===== config.mk =====
export PLATFORM = sky130hd
export DESIGN_NAME = prr_ctrl
export DESIGN_NICKNAME = d
export VERILOG_FILES = /design/src/rtl/prr_pkg.sv /design/src/rtl/prr_ctrl.sv
export SDC_FILE = /design/constraint.sdc
export NUM_CORES = 1
export LEC_CHECK = 0
export BUFFER_PORTS_ARGS = -buffer_cell sky130_fd_sc_hd__buf_2
export CELL_PAD_IN_SITES_DETAIL_PLACEMENT = 1
export CELL_PAD_IN_SITES_GLOBAL_PLACEMENT = 1
export CORE_MARGIN = 2
export CORE_UTILIZATION = 40
export CTS_BUF_LIST = sky130_fd_sc_hd__clkbuf_4 sky130_fd_sc_hd__clkbuf_8 sky130_fd_sc_hd__clkbuf_16
export CTS_CLUSTER_DIAMETER = 80
export DETAILED_ROUTE_END_ITERATION = 8
export PLACE_DENSITY = 0.82
export SLEW_MARGIN = 40
export SYNTH_ARGS = -nofsm -noshare
export SYNTH_HDL_FRONTEND = slang
export SYNTH_SLANG_ARGS = --single-unit

===== constraint.sdc =====
create_clock -name clk_i -period 2.5 [get_ports clk_i]
set_input_delay 0.5 -clock clk_i [delete_from_list [all_inputs] [get_ports clk_i]]
set_output_delay 0.5 -clock clk_i [all_outputs]
set_load 0.02 [all_outputs]

===== src/rtl/prr_pkg.sv =====
// shared constants and types for the polyphase rational resampler
// no dependencies
package prr_pkg;
  localparam int MaxPhases = 32;
  localparam int MaxTaps = 64;
  localparam int SampleWidth = 16;
  localparam int CoefWidth = 16;
  localparam int PhaseW = 5;
  localparam int TapIdxW = 6;
  localparam int TapAddrW = PhaseW + TapIdxW;
  localparam int AccW = 48;
  localparam int ResultLimit = 32;
  localparam int SkipW = 10;
  localparam logic [SkipW-1:0] SkipMax = 10'd1023;

  localparam logic [1:0] RegInterp = 2'd0;
  localparam logic [1:0] RegDecim = 2'd1;
  localparam logic [1:0] RegTaps = 2'd2;

  // controller to datapath
  typedef struct packed {
    logic shift;       // push the input sample into the delay line
    logic tap_wr;      // write the input tap
    logic clear;       // clear accumulators
    logic mac;         // multiply-accumulate step with registered operands
    logic [TapIdxW-1:0] k;  // tap index to fetch
    logic fetch;       // fetch operands for index k
    logic finish;      // load result register
  } dp_cmd_t;

  function automatic logic [SampleWidth-1:0] sat_round(input logic signed [AccW-1:0] acc);
    logic signed [AccW-1:0] s;
    logic signed [AccW-1:0] r;
    begin
      s = acc + AccW'(1 << (CoefWidth - 2));
      r = s >>> (CoefWidth - 1);
      if (r > AccW'(32767)) sat_round = 16'h7fff;
      else if (r < -AccW'(32768)) sat_round = 16'h8000;
      else sat_round = r[SampleWidth-1:0];
    end
  endfunction
endpackage


===== src/rtl/prr_ctrl.sv =====
// sequencer: phase and skip bookkeeping, mac loop and output handshake
// depends on prr_pkg
module prr_ctrl (
  input  logic                        clk_i,
  input  logic                        rst_ni,
  input  logic                        in_valid_i,
  output logic                        in_ready_o,
  input  logic                        in_cmd_i,
  input  logic [5:0]                  interp_i,
  input  logic [10:0]                 decim_i,
  input  logic [6:0]                  ntaps_i,
  output prr_pkg::dp_cmd_t            cmd_o,
  output logic [prr_pkg::PhaseW-1:0]  phase_o,
  output logic [prr_pkg::TapIdxW-1:0] start_o,
  output logic                        out_valid_o,
  input  logic                        out_ready_i,
  output logic                        out_last_o
);
  import prr_pkg::*;
  localparam logic [2:0] SIdle = 3'd0, SFetch = 3'd1, SMac = 3'd2, SDrain = 3'd3,
                         SFin = 3'd4, SStep = 3'd5, SOut = 3'd6;
  logic [2:0] state_q, state_d;
  logic [PhaseW-1:0] phase_q, phase_d;
  logic [SkipW-1:0] skip_q, skip_d;
  logic [TapIdxW:0] k_q, k_d;
  logic [5:0] n_q, n_d;
  logic [11:0] p_q, p_d;       // phase sum being reduced
  logic [11:0] carry_q, carry_d;
  logic last_q, last_d;
  logic [5:0] interp;
  logic [6:0] ntaps;
  logic [10:0] decim;
  logic acc_in;

  assign interp = (interp_i == 6'd0) ? 6'd1 : (interp_i > 6'd32) ? 6'd32 : interp_i;
  assign decim = (decim_i == 11'd0) ? 11'd1 : decim_i;
  assign ntaps = (ntaps_i == 7'd0) ? 7'd1 : (ntaps_i > 7'd64) ? 7'd64 : ntaps_i;
  assign start_o = TapIdxW'(7'd64 - ntaps);
  assign phase_o = phase_q;
  assign in_ready_o = (state_q == SIdle);
  assign acc_in = in_valid_i && in_ready_o;
  assign out_valid_o = (state_q == SOut);
  assign out_last_o = last_q;

  always_comb begin
    state_d = state_q; phase_d = phase_q; skip_d = skip_q; k_d = k_q;
    n_d = n_q; p_d = p_q; carry_d = carry_q; last_d = last_q;
    cmd_o = '0;
    cmd_o.k = k_q[TapIdxW-1:0];
    case (state_q)
      SIdle: begin
        if (acc_in) begin
          if (in_cmd_i) begin
            cmd_o.tap_wr = 1'b1;
          end else begin
            cmd_o.shift = 1'b1;
            if (skip_q != '0) skip_d = skip_q - 1'b1;
            else begin
              n_d = '0;
              k_d = '0;
              state_d = SFetch;
            end
          end
        end
      end
      SFetch: begin
        cmd_o.clear = 1'b1;
        cmd_o.fetch = 1'b1;
        k_d = k_q + 1'b1;
        state_d = SMac;
      end
      // operands for k-1 are registered; fetch k while accumulating
      SMac: begin
        cmd_o.mac = 1'b1;
        if (k_q == {1'b0, ntaps[TapIdxW-1:0]} || k_q == 7'd64 && ntaps == 7'd64) begin
          state_d = SFin;
        end else begin
          cmd_o.fetch = 1'b1;
          k_d = k_q + 1'b1;
        end
      end
      SFin: begin
        cmd_o.finish = 1'b1;
        p_d = 12'(phase_q) + 12'(decim);
        carry_d = '0;
        state_d = SStep;
      end
      // repeated subtraction gives quotient and remainder
      SStep: begin
        if (p_q >= 12'(interp)) begin
          p_d = p_q - 12'(interp);
          carry_d = carry_q + 1'b1;
        end else begin
          phase_d = p_q[PhaseW-1:0];
          n_d = n_q + 1'b1;
          last_d = (carry_q != '0) || (n_q == 6'(ResultLimit - 1));
          if (carry_q == '0) skip_d = '0;
          else skip_d = (carry_q - 1'b1 > 12'(SkipMax)) ? SkipMax : SkipW'(carry_q - 1'b1);
          state_d = SOut;
        end
      end
      SOut: begin
        if (out_ready_i) begin
          k_d = '0;
          state_d = last_q ? SIdle : SFetch;
        end
      end
      default: state_d = SIdle;
    endcase
  end

  always_ff @(posedge clk_i or negedge rst_ni) begin
    if (!rst_ni) begin
      state_q <= SIdle; phase_q <= '0; skip_q <= '0; k_q <= '0;
      n_q <= '0; p_q <= '0; carry_q <= '0; last_q <= 1'b0;
    end else begin
      state_q <= state_d; phase_q <= phase_d; skip_q <= skip_d; k_q <= k_d;
      n_q <= n_d; p_q <= p_d; carry_q <= carry_d; last_q <= last_d;
    end
  end
endmodule


# After elaboration in Yosys (flattened, before gate mapping)
# Index checks and enable logic that the tools add are counted.
[word_totals] ff_bits=56 latchBits=0 ramBits=0 romBits=0 elab_cells=103 memories=0
[op_classes] addsub=8 multipliers=0 div_mod_pow=0 order_cmp=4 eq_ne=18 n_shift=0 n_mux=44 bitwise=1 n_reduce_logical=20
[op_table] op="two-way mux 10 bit" n=6
[op_table] op="two-way mux 7 bit" n=7
[op_table] op="one-hot mux 12 bit (2 select lines)" n=2
[op_table] op="two-way mux 6 bit" n=6
[op_table] op="one-hot mux 7 bit (4 select lines)" n=1
[op_table] op="two-way mux 12 bit" n=2
[op_table] op="one-hot mux 10 bit (2 select lines)" n=1
[op_table] op="two-way mux 3 bit" n=6
[op_table] op="one-hot mux 3 bit (6 select lines)" n=1
[op_table] op="== test 7 bit (second input constant)" n=2
[op_table] op="adder 12 x 1 -> 12 bit (second input constant)" n=1
[op_table] op="adder 5 x 11 -> 12 bit" n=1
[op_table] op=">= comparator 12 x 6 -> 1 bit" n=1
[op_table] op="greater-than comparator 12 x 10 -> 1 bit (second input constant)" n=1
[op_table] op="logical NOT 12 bit" n=1
[op_table] op="!= test 2 bit (second input constant)" n=6
[op_table] op="one-hot mux 6 bit (2 select lines)" n=1
[op_table] op="AND reduction 6 bit" n=2
[op_table] op="nonzero test 12 bit" n=1
[op_table] op="subtractor 12 x 1 -> 12 bit (second input constant)" n=1
[op_table] op="subtractor 12 x 6 -> 12 bit" n=1
[op_table] op="logical NOT 11 bit" n=1
[op_table] op="two-way mux 11 bit" n=1
[op_table] op="AND reduction 5 bit" n=2
[op_table] op="25 further kinds" n=40

# Longest topological paths before layout
[logic_depth] depth_word=8 mapped_depth=13

# Worst setup path before layout
# OpenSTA, ideal clock, no wires.
[synth_path] path_type="input -> output" from="input ntaps_i[4]" to="output cmd_o[1] in the netlist's numbering" arrival_ps=2249 t_required_ps=2000 slack_ps=-249 path_stages=10 path_buffers=1 cell_sequence="nor3_1 a21oi_1 or2_2 ha_1 nand4b_1 o41a_1 o31ai_2 and2_1 buf_2 inv_1"
[synth_rtl] element="start, declared" line_no="prr_ctrl.sv:11" source="input logic [6:0] ntaps_i,"
[synth_rtl] element="end, declared" line_no="prr_ctrl.sv:12" source="output prr_pkg::dp_cmd_t cmd_o,"

==> metrics <==
Logic pwr share 0.643; RSZ-0062 raised after global routing yes; register bit total from synthesis 56; CP max stage cell dfrtp_1; WL final 16600 µm; Pwr per Cell Area 970 nW/µm²; Worst Skew 0.00888 ns; Post-Syn Area 4440 µm²; most frequent cells in the layout buf_4, dfrtp_1, nor2_1, nand2_1, buf_2; critical path arrival 2.10 ns; critical path class flop to primary output; die area 12000 µm²; GRT Util Overall 0.253; clk_lat worst skew 0.34 ns; largest family of logic cells by synthesized area compound AO/OA/AOI/OAI gates; Final Cell Area 6050 µm²; period utilization 1.04; Top FF cell, synth dfrtp_1; Core ar. 10800 µm²; worst-margin pin slew 0.620 ns; sequential fraction of the synthesis area 0.315; number of max-slew violations in the final report 0; crit end category primary output; max_cap viols 0; placed cell area 5340 µm²; Hold/Removal Path Class input port to async pin; # fillers 1295; CTS max path bufs 2; clock slew at reported path FFs 0.10 ns; DRT Pass-1 Iters 5; share of cells above drive strength 1 0.348; leading cell type in the layout, fill and taps excluded buf_4; Flop pwr share 0.248; worst path required time 2.00 ns; GR Overflow Total 0; TritonCTS Sinks 56; Fmax 0.385 GHz; final hold viol count 0; count of cell types in the netlist 75; via count 4908; hold slack 0.154 ns; die height 109 µm; largest net degree at the start of global routing 57; cts hold-fix bufs 0; Switching Share 0.478; CTS tree done; depth of the CTS H-tree 2; Rel. slew slack 0.583; leakage power 2.74 nW; status finished, violations left; Post-layout nets 722; post-synthesis mux area share 0.0211; Initial Util 0.410; Worst Path Buf+Inv 2; syn nets 604; synth warn 0; mean routed wirelength per cell 20.4 µm; synthesis-to-finish area growth 36.1%; crit-path cells nor2b_4, a211o_1, a221o_1, o31ai_4, and2_4, inv_4, buf_6; row count 38; routability cong. 0.950; initial antenna violation count 0; Setup TNS -0.162 ns; remaining antenna violation count after routing 0; final setup fails 5; fraction of registers with async set or reset after synthesis 1.00; Clk pwr share 0.109; Post-Syn Area per Cell 8.02 µm²; peak supply drop 470 µV; Post-Synth XOR/XNOR Area 0.0454; slowest stage delay, CP 0.42 ns; failing checks setup timing; Synth Area in Adders 0.0625; cell internal pwr 3.06 mW; net switching power 2.81 mW; Via density 6.04; crit path max fanout 3; worst setup margin -0.0995 ns; Cells after Synth 554; family with the most delay on the worst path compound AO/OA/AOI/OAI gates; dpl ws -0.547 ns; drt drc 0; Die W 109 µm; fin crit period 2.60 ns; Buffers on Ports 54; Worst Setup Start Kind flop; Boundary Pins 55; CTS Buf Count 5; post-detail-place hpwl 11300 µm; number of diodes 0; Root Buffer clkbuf_8; initial drt markers 363; first-pass GRT wire length 23900 µm; Pwr Total 5.86 mW; Post-synth EDFFs 0; Simple-Gate Fraction of Synth Area 0.232; vias in the first global route 4986; Compound-Gate Fraction of Synth Area 0.258
## cell usage after synthesis, drive strengths merged, types with 3 or more instances
cell     number  share of area
o21ai        60          0.068
dfrtp        56           0.32
nor2         52          0.045
nand2        47          0.040
a21oi        34          0.039
inv          30          0.025
clkbuf       20          0.017
ha           19          0.054
buf          17          0.024
nor3         17          0.019
xnor2        16          0.032
nand3        12          0.014
nor2b        12          0.017
a31oi        11          0.015
and2         10          0.014
and3          9          0.013
nand4         9          0.013
nor4          9          0.013
or3           8          0.011
xor2          7          0.014
mux2i         6          0.014
o21a          6          0.010
a311oi        5          0.011
nand2b        5         0.0070
o32ai         5         0.0099
a211oi        4         0.0068
a221o         4         0.0093
o22ai         4         0.0056
o31ai         4         0.0079
o41ai         4         0.0096
or2           4         0.0056
or4           4         0.0068
mux2          3         0.0076
o2111ai       3         0.0059
## through the flow
stage / util / cells
6_report: 0.558 / 813
5_1_grt: 0.558 / 813
4_1_cts: 0.516 / 800
3_5_place_dp: 0.492 / 789
3_3_place_gp: 0.492 / 789
2_1_floorplan: - / 554
## routing by layer
layer,track usage,up-vias,share of wire
li1,-,2249,-
met1,0.312,2466,0.40
met2,0.452,165,0.53
met3,0.0261,28,0.043
met4,0.103,0,0.025
met5,0,-,0
## final cells by class
class	instances	area [µm²]	share of cell area
Clock buffer	6	76.3	0.0126
Clock inverter	2	35.0	0.00579
Inverter	30	115	0.0190
Multi-Input combinational cell	431	3100	0.512
Sequential cell	56	1400	0.232
Tap cell	140	175	0.0290
Timing Repair Buffer	148	1150	0.190
## final timing paths
check	startpoint	to	slack [ns]	cells past startpoint
max in group asynchronous	rst_ni	phase_o[2]	2.08	2
hold / removal	rst_ni	skip_q[8]	0.15	2
min in group clk_i	out_ready_i	state_q[1]	0.47	2
setup reg to reg	p_q[5]	carry_q[5]	0	8
hold reg to reg	n_q[5]	n_q[5]	0.49	1
setup / recovery	k_q[0]	cmd_o[1]	-0.1	7
## power by group through the flow
stage | sequential [mW] | combinational [mW] | clock, mW
2_1_floorplan | 1.36 | 1.99 | 0
3_3_place_gp | 1.39 | 2.92 | 0
3_5_place_dp | 1.41 | 3.11 | 0
4_1_cts | 1.40 | 3.27 | 0.635
5_1_grt | 1.48 | 4.07 | 0.666
6_report | 1.46 | 3.77 | 0.638
## kinds of logic (layout without fill, tap and decap cells)
family,after synthesis,after routing
compound gates,172,172
xor+xnor,23,23
fa+ha+maj,21,21
buf+inv,67,186
flops,56,56
mux,9,9
simple gates,206,206
## flip-flops by register name, summed over array words and instances, names as in the netlist
signal	count
state_q	3
p_q	12
k_q	7
n_q	6
carry_q	12
phase_o	5
skip_q	10
out_last_o	1
## what timing repair did
| action | CTS | global route |
|---|---|---|
| pin swaps | 9 | 31 |
| cloned | 0 | 4 |
| endpoints found under the setup margin | 26 | 47 |
| setup buffers | 3 | 10 |
| gates resized for setup | 27 | 90 |
Note: power is estimated with default switching activity, not from simulation.
